## src/rtl/npf_pkg.sv

```systemverilog
// ----------------------------------------------------------------------------
// npf_pkg: shared types and constants for the normalized path FNV-1a hasher
// Holds the hash constants, the slash counter sizing and the queue entry
// format that passes from the front end to the back end.
// ----------------------------------------------------------------------------
package npf_pkg;

  // Longest slash run that is counted; longer runs saturate here.
  localparam int unsigned MAX_PATH_LEN = 4096;
  localparam int unsigned PEND_W       = $clog2(MAX_PATH_LEN + 1);

  // FNV-1a 64 constants. The prime is 2^40 + 0x1B3, so the multiply is a
  // shift plus a narrow product.
  localparam logic [63:0] FNV_BASIS   = 64'hCBF2_9CE4_8422_2325;
  localparam int unsigned PRIME_SHIFT = 40;
  localparam int unsigned PRIME_LO_W  = 9;
  localparam logic [PRIME_LO_W-1:0] PRIME_LO = 9'h1B3;

  localparam logic [7:0] BYTE_BACKSLASH = 8'h5C;
  localparam logic [7:0] BYTE_SLASH     = 8'h2F;
  localparam logic [7:0] UPPER_FIRST    = 8'h41;
  localparam logic [7:0] UPPER_LAST     = 8'h5A;
  localparam logic [7:0] CASE_OFFSET    = 8'h20;

  localparam int unsigned QUEUE_DEPTH = 4;
  localparam int unsigned QUEUE_AW    = $clog2(QUEUE_DEPTH);
  localparam int unsigned QUEUE_CW    = $clog2(QUEUE_DEPTH + 1);

  typedef enum logic [1:0] {
    KIND_NONE,
    KIND_SLASH,
    KIND_CHAR
  } kind_e;

  typedef struct packed {
    kind_e      kind;
    logic [7:0] data;
    logic       last;
  } entry_t;

endpackage

```

## src/rtl/npf_front.sv

```systemverilog
// ----------------------------------------------------------------------------
// npf_front: input stage of the normalized path FNV-1a hasher
// Accepts raw path bytes, normalizes them and classifies each into a
// queue entry. Transactions that carry neither a byte nor an end mark are
// dropped here.
// ----------------------------------------------------------------------------
module npf_front (
  input  logic            clk_i,
  input  logic            rst_ni,
  input  logic            in_valid_i,
  output logic            in_stall_o,
  input  logic [7:0]      path_byte_i,
  input  logic            has_byte_i,
  input  logic            last_i,
  input  logic            queue_full_i,
  output logic            push_o,
  output npf_pkg::entry_t push_entry_o
);

  logic            stage_valid_q, stage_valid_d;
  npf_pkg::entry_t stage_q, stage_d;
  logic            accept;
  logic [7:0]      norm_byte;
  npf_pkg::entry_t classified;

  // Backslash becomes slash, ASCII upper case becomes lower case.
  always_comb begin
    norm_byte = path_byte_i;
    if (path_byte_i == npf_pkg::BYTE_BACKSLASH) begin
      norm_byte = npf_pkg::BYTE_SLASH;
    end else if (path_byte_i >= npf_pkg::UPPER_FIRST &&
                 path_byte_i <= npf_pkg::UPPER_LAST) begin
      norm_byte = path_byte_i + npf_pkg::CASE_OFFSET;
    end
  end

  always_comb begin
    classified.data = norm_byte;
    classified.last = last_i;
    if (!has_byte_i) begin
      classified.kind = npf_pkg::KIND_NONE;
    end else if (norm_byte == npf_pkg::BYTE_SLASH) begin
      classified.kind = npf_pkg::KIND_SLASH;
    end else begin
      classified.kind = npf_pkg::KIND_CHAR;
    end
  end

  assign push_o       = stage_valid_q && !queue_full_i;
  assign push_entry_o = stage_q;
  assign in_stall_o   = stage_valid_q && queue_full_i;
  assign accept       = in_valid_i && !in_stall_o;

  always_comb begin
    stage_valid_d = stage_valid_q && !push_o;
    stage_d       = stage_q;
    if (accept && (has_byte_i || last_i)) begin
      stage_valid_d = 1'b1;
      stage_d       = classified;
    end
  end

  always_ff @(posedge clk_i or negedge rst_ni) begin
    if (!rst_ni) begin
      stage_valid_q <= 1'b0;
    end else begin
      stage_valid_q <= stage_valid_d;
    end
  end

  always_ff @(posedge clk_i) begin
    stage_q <= stage_d;
  end

endmodule

```

## src/rtl/npf_queue.sv

```systemverilog
// ----------------------------------------------------------------------------
// npf_queue: entry queue between front end and back end
// A small circular buffer that lets either side stall without holding up
// the other until it runs full or empty.
// ----------------------------------------------------------------------------
module npf_queue (
  input  logic            clk_i,
  input  logic            rst_ni,
  input  logic            push_i,
  input  npf_pkg::entry_t push_entry_i,
  output logic            full_o,
  input  logic            pop_i,
  output logic            head_valid_o,
  output npf_pkg::entry_t head_entry_o
);

  npf_pkg::entry_t                slots_q [npf_pkg::QUEUE_DEPTH];
  logic [npf_pkg::QUEUE_AW-1:0]   wr_ptr_q, rd_ptr_q;
  logic [npf_pkg::QUEUE_CW-1:0]   count_q, count_d;
  logic                           do_push, do_pop;

  assign full_o       = (count_q == npf_pkg::QUEUE_CW'(npf_pkg::QUEUE_DEPTH));
  assign head_valid_o = (count_q != '0);
  assign head_entry_o = slots_q[rd_ptr_q];
  assign do_push      = push_i && !full_o;
  assign do_pop       = pop_i && head_valid_o;

  always_comb begin
    count_d = count_q;
    if (do_push && !do_pop) begin
      count_d = count_q + npf_pkg::QUEUE_CW'(1);
    end else if (do_pop && !do_push) begin
      count_d = count_q - npf_pkg::QUEUE_CW'(1);
    end
  end

  always_ff @(posedge clk_i or negedge rst_ni) begin
    if (!rst_ni) begin
      wr_ptr_q <= '0;
      rd_ptr_q <= '0;
      count_q  <= '0;
    end else begin
      count_q <= count_d;
      if (do_push) begin
        wr_ptr_q <= wr_ptr_q + npf_pkg::QUEUE_AW'(1);
      end
      if (do_pop) begin
        rd_ptr_q <= rd_ptr_q + npf_pkg::QUEUE_AW'(1);
      end
    end
  end

  always_ff @(posedge clk_i) begin
    if (do_push) begin
      slots_q[wr_ptr_q] <= push_entry_i;
    end
  end

endmodule

```

## src/rtl/npf_back.sv

```systemverilog
// ----------------------------------------------------------------------------
// npf_back: hashing engine of the normalized path FNV-1a hasher
// Applies one FNV-1a round per cycle unless a result waits on a stall;
// counts slash runs, folds them in one round per cycle when a byte follows.
// ----------------------------------------------------------------------------
module npf_back (
  input  logic            clk_i,
  input  logic            rst_ni,
  input  logic            head_valid_i,
  input  npf_pkg::entry_t head_entry_i,
  output logic            pop_o,
  output logic            out_valid_o,
  input  logic            out_stall_i,
  output logic [63:0]     hash_value_o
);

  logic [63:0]                hash_q, hash_d;
  logic [npf_pkg::PEND_W-1:0] pend_q, pend_d, pend_inc, pend_step;
  logic                       seen_q, seen_d, seen_step;
  logic                       out_valid_q, out_valid_d;
  logic [63:0]                out_hash_q, out_hash_d;
  logic                       is_slash, is_char, flush_slash, out_free;
  logic [7:0]                 fold_byte;
  logic [63:0]                fold_x, fold_out, hash_step, final_hash;
  logic [63+npf_pkg::PRIME_LO_W:0] lo_prod;

  assign is_slash    = (head_entry_i.kind == npf_pkg::KIND_SLASH);
  assign is_char     = (head_entry_i.kind == npf_pkg::KIND_CHAR);
  assign flush_slash = is_char && (pend_q != '0);
  assign out_free    = !out_valid_q || !out_stall_i;

  // A single round unit; its byte is a held slash or the current character.
  assign fold_byte = (is_char && !flush_slash) ? head_entry_i.data : npf_pkg::BYTE_SLASH;
  assign fold_x    = hash_q ^ {56'd0, fold_byte};
  assign lo_prod   = fold_x * npf_pkg::PRIME_LO;
  assign fold_out  = (fold_x << npf_pkg::PRIME_SHIFT) + lo_prod[63:0];

  assign pend_inc  = (pend_q < npf_pkg::PEND_W'(npf_pkg::MAX_PATH_LEN)) ?
                     pend_q + npf_pkg::PEND_W'(1) : pend_q;
  assign pend_step = is_slash ? pend_inc : pend_q;
  assign seen_step = seen_q || is_char;
  assign hash_step = is_char ? fold_out : hash_q;
  // An all-slash path keeps exactly one slash.
  assign final_hash = (!seen_step && pend_step != '0) ? fold_out : hash_step;

  always_comb begin
    hash_d      = hash_q;
    pend_d      = pend_q;
    seen_d      = seen_q;
    out_hash_d  = out_hash_q;
    out_valid_d = out_valid_q && out_stall_i;
    pop_o       = 1'b0;
    if (head_valid_i) begin
      if (flush_slash) begin
        hash_d = fold_out;
        pend_d = pend_q - npf_pkg::PEND_W'(1);
      end else if (!head_entry_i.last) begin
        pop_o  = 1'b1;
        hash_d = hash_step;
        pend_d = pend_step;
        seen_d = seen_step;
      end else if (out_free) begin
        pop_o       = 1'b1;
        out_valid_d = 1'b1;
        out_hash_d  = final_hash;
        hash_d      = npf_pkg::FNV_BASIS;
        pend_d      = '0;
        seen_d      = 1'b0;
      end
    end
  end

  always_ff @(posedge clk_i or negedge rst_ni) begin
    if (!rst_ni) begin
      hash_q      <= npf_pkg::FNV_BASIS;
      pend_q      <= '0;
      seen_q      <= 1'b0;
      out_valid_q <= 1'b0;
    end else begin
      hash_q      <= hash_d;
      pend_q      <= pend_d;
      seen_q      <= seen_d;
      out_valid_q <= out_valid_d;
    end
  end

  always_ff @(posedge clk_i) begin
    out_hash_q <= out_hash_d;
  end

  assign out_valid_o  = out_valid_q;
  assign hash_value_o = out_hash_q;

endmodule

```

## src/rtl/normalized_path_fnv1a64.sv

```systemverilog
// ----------------------------------------------------------------------------
// normalized_path_fnv1a64: 64-bit FNV-1a hash of a normalized path
// Top level: input stage, entry queue and hashing engine.
// ----------------------------------------------------------------------------
// A path arrives one byte per input transaction and its 64-bit FNV-1a hash
// leaves as one output transaction on the transaction marked last. Bytes
// are normalized before hashing: a backslash becomes a slash and ASCII
// upper case becomes lower case. A run of slashes is held in a counter
// and hashed only when another byte follows, so trailing slashes drop out,
// while a path of nothing but slashes hashes as a single slash. A
// transaction with has_byte low and last high ends an empty path, whose
// hash is the offset basis; one with both low is ignored. Slash runs
// saturate at npf_pkg::MAX_PATH_LEN. The input stage takes one transaction
// per cycle, while the queue is not full, into a four-entry queue. The
// hashing engine spends one round of its single FNV round unit (a shift
// by 40 plus a 64 by 9 bit product) on each character entry, plus one
// round for each held slash that is folded in when a non-slash byte ends
// the run. Results sit in an output register, so the engine keeps working
// while a result waits, until a second result is due. The last byte
// passes through the input stage register and the queue to the engine,
// whose result is registered in the output register.
// ----------------------------------------------------------------------------
module normalized_path_fnv1a64 (
  input  logic        clk_i,
  input  logic        rst_ni,
  input  logic        in_valid_i,
  output logic        in_stall_o,
  input  logic [7:0]  path_byte_i,
  input  logic        has_byte_i,
  input  logic        last_i,
  output logic        out_valid_o,
  input  logic        out_stall_i,
  output logic [63:0] hash_value_o
);

  // Front end to queue.
  logic            push;
  npf_pkg::entry_t push_entry;
  logic            queue_full;

  // Queue to back end.
  logic            head_valid;
  npf_pkg::entry_t head_entry;
  logic            pop;

  npf_front u_front (
    .clk_i        (clk_i),
    .rst_ni       (rst_ni),
    .in_valid_i   (in_valid_i),
    .in_stall_o   (in_stall_o),
    .path_byte_i  (path_byte_i),
    .has_byte_i   (has_byte_i),
    .last_i       (last_i),
    .queue_full_i (queue_full),
    .push_o       (push),
    .push_entry_o (push_entry)
  );

  npf_queue u_queue (
    .clk_i        (clk_i),
    .rst_ni       (rst_ni),
    .push_i       (push),
    .push_entry_i (push_entry),
    .full_o       (queue_full),
    .pop_i        (pop),
    .head_valid_o (head_valid),
    .head_entry_o (head_entry)
  );

  // The engine pops an entry only once its work is complete; slash
  // flushes keep the entry at the head of the queue.
  npf_back u_back (
    .clk_i        (clk_i),
    .rst_ni       (rst_ni),
    .head_valid_i (head_valid),
    .head_entry_i (head_entry),
    .pop_o        (pop),
    .out_valid_o  (out_valid_o),
    .out_stall_i  (out_stall_i),
    .hash_value_o (hash_value_o)
  );

endmodule

```

## config.mk

```make
export PLATFORM = sky130hd
export DESIGN_NAME = normalized_path_fnv1a64
export DESIGN_NICKNAME = d
export VERILOG_FILES = /design/src/rtl/npf_pkg.sv /design/src/rtl/npf_front.sv /design/src/rtl/npf_queue.sv /design/src/rtl/npf_back.sv /design/src/rtl/normalized_path_fnv1a64.sv
export SDC_FILE = /design/constraint.sdc
export NUM_CORES = 1
export LEC_CHECK = 0
export BUFFER_PORTS_ARGS = -buffer_cell sky130_fd_sc_hd__buf_4
export CAP_MARGIN = 20
export CORE_MARGIN = 2
export CORE_UTILIZATION = 57
export CTS_BUF_LIST = sky130_fd_sc_hd__clkbuf_4 sky130_fd_sc_hd__clkbuf_8
export DETAILED_ROUTE_END_ITERATION = 10
export PLACE_DENSITY = 0.74
export SYNTH_ARGS = -nofsm -noshare
export SYNTH_HDL_FRONTEND = slang
export SYNTH_SLANG_ARGS = --single-unit
export TNS_END_PERCENT = 50
```

## constraint.sdc

```tcl
create_clock -name clk_i -period 22.5 [get_ports clk_i]
set_input_delay 1.125 -clock clk_i [delete_from_list [all_inputs] [get_ports clk_i]]
set_output_delay 1.125 -clock clk_i [all_outputs]
set_load 0.05 [all_outputs]
```

# == Word level (Yosys, flattened, before mapping) ==
# Memories as Yosys holds them, arrays and structs flattened.
# Index checks and enable logic that the tools add are counted.
# word_totals
n_memories,1
output_inout_bits,66
wordCells,96
input_bits,14
reg_bits,162
ram_bits,44
# mem_list
memory,depth,word_bits,rd,rd_clocked_by_memory_dff,write_ports,line_no,rtl
u_queue.slots_q,4,11,1,0,1,npf_queue.sv:17,npf_pkg::entry_t slots_q [npf_pkg::QUEUE_DEPTH];
# op_classes
n_mux,29
n_lt_le_gt_ge,3
n_mul,1
n_eq_ne,7
bitwise,2
n_reduce_logical,33
add_sub_neg,8
# ops
cell,count
two-way mux 64 bit,5
two-way mux 13 bit,5
adder 64 bit,1
"multiplier 64 x 9 -> 64 bit, second input constant",1
bitwise XOR 64 x 8 -> 64 bit,1
nonzero test 13 bit,2
two-way mux 8 bit,3
logical AND 1 bit,14
"adder 13 x 1 -> 13 bit, second input constant",1
"less-than comparator 13 bit, second input constant",1
two-way mux 1 bit,13
"subtractor 13 x 1 -> 13 bit, second input constant",1
zero test 1 bit,9
"adder 8 x 6 -> 8 bit, second input constant",1
"== test 8 x 6 -> 1 bit, second input constant",1
"== test 8 x 7 -> 1 bit, second input constant",1
"greater-or-equal comparator 8 x 7 -> 1 bit, second input constant",1
"less-or-equal comparator 8 x 7 -> 1 bit, second input constant",1
two-way mux 3 bit,2
"adder 2 x 1 -> 2 bit, second input constant",2
AND reduction 4 bit,1
"adder 3 x 1 -> 3 bit, second input constant",1
"== test 3 bit, second input constant",1
logical OR 1 bit,3
other kinds (11),11

# == Logic depth before layout (Yosys ltp) ==
# Gate-level depths: netlist (run 1).
# An unclocked memory read counts as a cell.
# logic_depth
ltp_word,12
ltp_mapped,31
ltp_nobuf,30

# == Hierarchy ==
# A second synthesis (run 1) with hierarchy kept.
# unflattened
hier_cells,1930
hier_area_um2,20564.7
# by_module_without_submodules
module,seq_area_each_um2,instances,cells_per_inst,area_per_inst_um2
npf_back,3933.8,1,1793,17929.7
npf_queue,1496.4,1,92,2055.7
npf_front,355.3,1,45,579.3

# == Worst setup path before layout (run 1) ==
# No wires, ideal clock.
# synth_timing
kind,register to register
startpoint,register u_back.pend_q[1] in the netlist's numbering
endpoint,register u_back.out_hash_q[52] (netlist: u_back.hash_value_o[52]) (data pin)
n_path_buf,1
setup_slack_ns,15.442
synth_period_minus_slack_ns,7.058
stages_incl_launch_ff,29
t_arrival_ns,6.798
t_required_ns,22.240
cell_sequence,dfrtp_1 inv_1 ha_1 or4b_4 nor3_4 and3b_1 buf_4 nand2_1 nor2_2 xor2_1 inv_1 ha_1 xor2_1 ha_1 fa_1 fa_1 ha_1 ha_1 and2_1 a221oi_1 a211o_1 a21oi_1 nor2_1 o31ai_2 a41oi_1 o21ai_1 a21oi_1 xnor2_1 mux2_2
# synth_via
elab_chain_len,10
elab_cells_between_ends,16
classes_between,2 x add/sub; 1 x mul; 1 x order compare; 5 x mux; 1 x bitwise; 6 x reduce/logical
# synth_lines
item,line_no,rtl
"start, declared",npf_back.sv:18,"logic [npf_pkg::PEND_W-1:0] pend_q, pend_d, pend_inc, pend_step;"
"start signal, assigned",npf_back.sv:81,pend_q <= pend_d;
nonzero test 13 bit,npf_back.sv:29,assign flush_slash = is_char && (pend_q != '0);
logical AND 1 bit,npf_back.sv:29,
zero test 1 bit,npf_back.sv:33,assign fold_byte = (is_char && !flush_slash) ? head_entry_i.data : npf_pkg::BYTE_SLASH;
logical AND 1 bit,npf_back.sv:33,
two-way mux 8 bit,npf_back.sv:33,
bitwise XOR 64 x 8 -> 64 bit,npf_back.sv:34,"assign fold_x = hash_q ^ {56'd0, fold_byte};"
multiplier 64 x 9 -> 64 bit,npf_back.sv:35,assign lo_prod = fold_x * npf_pkg::PRIME_LO;
adder 64 bit,npf_back.sv:36,assign fold_out = (fold_x << npf_pkg::PRIME_SHIFT) + lo_prod[63:0];
two-way mux 64 bit,npf_back.sv:42,assign hash_step = is_char ? fold_out : hash_q;
two-way mux 64 bit *,npf_back.sv:44,assign final_hash = (!seen_step && pend_step != '0) ? fold_out : hash_step;
net u_back.final_hash[52],npf_back.sv:24,"logic [63:0] fold_x, fold_out, hash_step, final_hash;"
"end signal, assigned",npf_back.sv:88,out_hash_q <= out_hash_d;
"end, declared",npf_back.sv:21,"logic [63:0] out_hash_q, out_hash_d;"
# The timed path passes the listed nets; every way through them passes the cells marked *.
# A chain may end at the register's enable or synchronous reset.

# == Worst setup path in the final report (run 1) ==
# layout_timing
startpoint,register u_back.pend_q[0] in the netlist's numbering
endpoint,register u_back.out_hash_q[58] (netlist: u_back.hash_value_o[58]) (data pin)
# Same word-level chain as after synthesis.

==> qor.txt, run 1 <==
Number of cell rows: 69
Sequential fraction of the synthesis area: 0.285
Number of warnings issued by yosys: 0
Vias per inst: 5.89
Cell with the biggest individual delay on the critical path: a2111oi_1
Share of final-layout standard cells stronger than drive strength 1: 0.135
Maximum clock insertion buffer count: 3
Combined area of the multi-input logic cells: 13,000 µm²
Remaining DRCs: 0
IO buf count: 79
Worst clock skew on the final layout: 0.0441 ns
# resized after CTS: 0
Die W: 193 µm
Post-synth net total: 2,332
Crit-path max cell delay: 0.80 ns
Number of nets still failing antenna checks after routing: 0
Count of endpoints failing hold in the final timing report: 0
Kind of path behind the tightest hold check: flop to flop
Largest cells by area after synthesis: fa_1, edfxtp_1, ha_1
Setup TNS: 0 ns
Type of the setup path with the least slack: flop to flop
Hold-critical path depth: 0
Cell accounting for the most synthesized area: fa_1
Crit Path Max Fanout: 8
Placed wire-length estimate after detailed placement: 42,500 µm
Critical Path Source Type: flop
Placeable Area: 35,300 µm²
Total stage count of the critical path: 27
Total number of nets in the final design: 2,398
Post CTS Setup Buffer Count: 0
Worst relative slew slack: 0.283
Kind of cell with the highest combined delay on the critical path: adder cells
Worst-Margin Slew: 1.08 ns
Final setup fails: 0
Worst setup EP type: flop
Bufs and invs on worst path: 2
Async set-reset flop share out of synthesis: 0.422
Global-route wire length before repair: 83,600 µm
Global-route usage over all layers: 0.300
Top cell types by occurrence after synthesis: inv_1, fa_1, ha_1, edfxtp_1, nand2_1
Count of antenna diodes in the layout: 0
Top flip-flop cell by instance count after synthesis: edfxtp_1
Top-level I/O count: 80
Via count: 14,500
Final wirelength: 52,800 µm
Minimum clock period after layout: 8.74 ns
Largest net degree at the start of global routing: 80
Number of iterations in the first detailed-routing pass: 5
Most common cell in the netlist: inv_1
Post-CTS Hold Buffers: 0
Period utilisation layout: 0.388
Synthesized instance count: 1,899
Clock transition at the register clock pins on the worst setup and hold paths after CTS: 0.06 ns
Mean area per synthesized cell: 10.7 µm²
Die Y-Extent: 193 µm
Total of flip-flops plus latches after synthesis: 206
TritonCTS clock tree: built
Count of unique library cells instantiated by Yosys: 81
Area delta synth->final: 8.81%
Clock buffer count from CTS: 38
Wirelength per Cell: 21.5 µm
Slew Viols, Final: 0
Number of enable-type register cells in the synthesized netlist: 119
Result of the run: finished clean
Grt ovf: 0
Fmax: 0.114 GHz
Clock root buffer master: clkbuf_8
H-tree level count: 2
Area of the die: 37,100 µm²
Register area: 5790 µm²
Placer Congestion: 0.953
Number of global-route vias before repair: 14,700
Register-to-Register Path Depth: 27
Library cell appearing most often on the critical path: ha_1
Initial DRC count: 1,073
Post-synthesis cell area: 20,300 µm²
Num Clock Sinks: 206
Fill count: 2,843
Unrepaired setup endpoints after global routing: no
Number of antenna violations at the first check in global routing: 0
Portion of synthesized cell area occupied by the leading cell type: 0.230
Starting density of the core: 0.575
Worst reg2reg setup slack: 13.76 ns
Clock latency on the worst-skew pair: 0.60 ns
Max-cap viol count: 0
Signal arrival time at the worst endpoint: 9.08 ns
Required time reported for the critical path endpoint: 22.84 ns
## routing by layer
| metal | track usage | wire length (µm) | up-vias |
|---|---|---|---|
| met1 | 0.438 | 23600 | 7221 |
| met2 | 0.449 | 23300 | 581 |
| li1 | - | - | 6555 |
| met5 | 0 | 0 | - |
| met3 | 0.0480 | 3790 | 102 |
| met4 | 0.117 | 1980 | 0 |
## final cells by class
cell class,instances,share of cell area
Timing Repair Buffer,87,0.0305
Inverter,334,0.0568
Multi-Input combinational cell,1298,0.588
Tap cell,461,0.0261
Sequential cell,206,0.262
Clock buffer,55,0.0309
Clock inverter,15,0.00595
## kinds of logic (layout without fill, tap and decap cells)
kind of cell	Yosys count	count (layout)	share of synthesized area
simple gates	321	321	0.0770
compound gates	374	374	0.124
fa+ha+maj	419	419	0.344
xor+xnor	118	118	0.0509
flops	206	206	0.285
mux	66	66	0.0419
buf+inv	395	491	0.0769
## stage by stage
| stage | worst slack, ns | area (µm²) | instances | hold WS [ns] | util |
|---|---|---|---|---|---|
| CTS | 13.90 | 22100 | 2455 | 0.491 | 0.625 |
| detailed placement | 13.91 | 21200 | 2385 | 0.490 | 0.602 |
| finish | 13.76 | 22100 | 2456 | 0.473 | 0.626 |
| global placement | 14.23 | 21200 | 2385 | 0.471 | 0.602 |
| floorplan | 15.44 | 20300 | 1899 | 0.459 | - |
| global route | 13.33 | 22100 | 2456 | 0.517 | 0.626 |
## placed cells by master (no fill, tap or decap), types with 31 or more instances in the layout
cell type and n:
mux2_2 52, nand2_1 106, fa_1 233, dfrtp_1 59
clkbuf_8 43, nor2_1 74, a21o_1 49, o21ai_0 68
xnor2_1 69, xor2_1 49, inv_1 333, ha_1 186
a22o_1 35, nand3_1 31, edfxtp_1 119, buf_4 86
a21oi_1 90
## path summary, 6_finish.rpt
check                                             startpoint                                 to
max                             u_back.pend_q[0]$_DFFE_PN0P_  u_back.hash_value_o[58]$_DFFE_PP_
min                        u_front.push_entry_o[3]$_DFFE_PP_    u_queue.slots_q[0][3]$_DFFE_PP_
max reg2reg                     u_back.pend_q[0]$_DFFE_PN0P_  u_back.hash_value_o[58]$_DFFE_PP_
min reg2reg                u_front.push_entry_o[3]$_DFFE_PP_    u_queue.slots_q[0][3]$_DFFE_PP_
max in group asynchronous                             rst_ni     u_queue.count_q[0]$_DFFE_PN0P_
min in group asynchronous                             rst_ni      u_back.hash_q[27]$_DFFE_PN0P_
## sequential cells by signal, summed over array words and instances, names as in the netlist
signal                 cells
u_back.out_valid_o         1
u_queue.wr_ptr_q           2
u_back.pend_q             13
u_back.hash_value_o       64
u_queue.slots_q           44
u_back.hash_q             64
u_front.push_entry_o      11
u_back.seen_q              1
u_front.stage_valid_q      1
u_queue.rd_ptr_q           2
u_queue.count_q            3
Power of run 1 is not shown: default switching activity piles up to over one toggle a cycle in this logic, so the estimate is an artifact.
==> run 2, diff against run 1 <==
Clock period 22.5 ns to 9 ns, I/O delays scaled along.
==> run 2 against run 1 <==
Effect of this change: cell count increased by 0.16%; worst hold slack got worse by 0.41 ns; first-iteration DRC count decreased by 8.1%; design area unchanged; flip-flop and latch count unchanged; count of clock-buffer cells in the layout decreased by 2; routed wire length decreased by 0.92%; largest cell class unchanged; highest routed layer unchanged.
==> qor.txt, run 2 (synthesized netlist as in run 1, its figures left out) <==
Result of the run: finished clean
Count of antenna diodes in the layout: 0 (unchanged)
Required time reported for the critical path endpoint: 9.35 ns (-13.49 ns)
Placeable Area: 35,300 µm² (unchanged)
Maximum clock insertion buffer count: 3 (unchanged)
Placed wire-length estimate after detailed placement: 42,000 µm (-1.1%)
Signal arrival time at the worst endpoint: 8.76 ns (-0.32 ns)
Count of endpoints failing hold in the final timing report: 0 (unchanged)
Max-cap viol count: 0 (unchanged)
Final setup fails: 0 (unchanged)
Type of the setup path with the least slack: flop to flop
IO buf count: 79 (unchanged)
Starting density of the core: 0.575 (unchanged)
Crit Path Max Fanout: 8 (unchanged)
Die Y-Extent: 193 µm (unchanged)
Grt ovf: 0 (unchanged)
Clock latency on the worst-skew pair: 0.60 ns (about the same)
TritonCTS clock tree: built
Global-route wire length before repair: 84,000 µm (+0.55%)
Final wirelength: 52,300 µm (-0.92%)
H-tree level count: 2 (unchanged)
Wirelength per Cell: 21.3 µm (-1.1%)
Global-route usage over all layers: 0.299 (-0.000446)
Largest net degree at the start of global routing: 80 (unchanged)
Setup TNS: 0 ns (unchanged)
Number of cell rows: 69 (unchanged)
Area of the die: 37,100 µm² (unchanged)
Clock root buffer master: clkbuf_8
Clock buffer count from CTS: 39 (+2.6%)
Vias per inst: 5.85 (-0.66%)
Worst clock skew on the final layout: 0.0299 ns (-0.0142 ns)
Number of nets still failing antenna checks after routing: 0 (unchanged)
Placer Congestion: 0.981 (+2.9%)
Number of iterations in the first detailed-routing pass: 6 (+1)
Number of antenna violations at the first check in global routing: 1 (+1)
Worst relative slew slack: 0.236 (-0.0470)
Remaining DRCs: 0 (unchanged)
Top library cells by usage in the layout, fill and taps aside: inv_1, fa_1, ha_1
Kind of path behind the tightest hold check: input port to flop
Initial DRC count: 986 (-8.1%)
Final cell area excluding filler cells: 22,100 µm² (unchanged)
Area delta synth->final: 8.81% (unchanged)
Share of final-layout standard cells stronger than drive strength 1: 0.137 (+0.00173)
Fmax: 0.119 GHz (+3.8%)
Most frequent standard cell in the layout excluding fill and tap cells: inv_1
Minimum clock period after layout: 8.42 ns (-0.322 ns)
Worst-Margin Slew: 1.14 ns (+0.0678 ns)
Die W: 193 µm (unchanged)
Via count: 14,400 (-0.50%)
Dpl cell area: 21,300 µm² (about the same)
Slew Viols, Final: 0 (unchanged)
Critical Path Source Type: flop
Number of global-route vias before repair: 15,000 (+2.1%)
Unrepaired setup endpoints after global routing: no
Post-route non-filler standard cell count: 2,460 (+0.16%)
Period utilisation layout: 0.935 (+0.547)
Top-level I/O count: 80 (unchanged)
Num Clock Sinks: 206 (unchanged)
Total number of nets in the final design: 2,402 (+0.17%)
Post-placement cell count: 2,388 (+0.13%)
Worst setup EP type: flop
Clock transition at the register clock pins on the worst setup and hold paths after CTS: 0.06 ns (about the same)
==> run 2: layout make-up <==
class | instances | area, µm²
Fill cell | 2834 | 13200
Multi-Input combinational cell | 1298 | 13000
Sequential cell | 206 | 5790
Inverter | 334 | 1250
Timing Repair Buffer | 90 | 678
Clock buffer | 53 | 661
Tap cell | 461 | 577
Clock inverter | 18 | 150
==> run 2: metal layers <==
layer  track usage  share of wire
met2         0.460           0.45
met1         0.422           0.44
met5             0              0
met4         0.121          0.039
met3        0.0536          0.075
==> run 2: stage by stage <==
stage | utilization | hold WS, ns | worst slack [ns]
global placement | 0.602 | 0.435 | 0.838
detailed placement | 0.602 | 0.432 | 0.500
finish | 0.626 | 0.0669 | 0.585
floorplan | - | 0.154 | 1.94
CTS | 0.625 | 0.0219 | 0.467
global route | 0.626 | 0.0368 | 0.0604
==> run 2: path summary, 6_finish.rpt <==
check	from	endpoint	slack [ns]	depth (start not counted)
min in group asynchronous	rst_ni	u_back.hash_q[41]$_DFFE_PN0P_	0.37	2
max reg2reg	u_back.pend_q[1]$_DFFE_PN0P_	u_back.hash_value_o[52]$_DFFE_PP_	0.58	27
max	u_back.pend_q[1]$_DFFE_PN0P_	u_back.hash_value_o[52]$_DFFE_PP_	0.58	27
max in group asynchronous	rst_ni	u_queue.wr_ptr_q[1]$_DFFE_PN0P_	7.40	3
min	last_i	u_front.push_entry_o[0]$_DFFE_PP_	0.07	1
min reg2reg	u_front.push_entry_o[2]$_DFFE_PP_	u_queue.slots_q[1][2]$_DFFE_PP_	0.48	0
==> run 2: worst max-delay path, cell delays in order, from the launching register on <==
cell and delay, ns:
dfrtp_1 0.47, inv_1 0.12, ha_1 0.21, or4b_4 0.52, nor3_4 0.29, and3b_1 0.39, nand2_1 0.19, nor2_2 0.24
xor2_1 0.31, inv_1 0.18, ha_1 0.27, xor2_1 0.27, ha_1 0.31, fa_1 0.52, fa_1 0.52, ha_1 0.32
ha_1 0.35, and2_1 0.19, a221oi_1 0.38, a211o_1 0.20, a21oi_1 0.09, nor2_1 0.29, o31ai_2 0.18, a41oi_1 0.51
o21ai_1 0.19, a21oi_1 0.20, xnor2_1 0.12, mux2_2 0.30
==> run 2: repair_timing <==
action / CTS / global route
endpoints found under the hold margin: 15 / 0
buffers inserted: 0 / 0
endpoints found under the setup margin: 0 / 2
gates resized for setup: 0 / 1
hold buffers: 1 / 0
Power of run 2 is left out for the same reason.
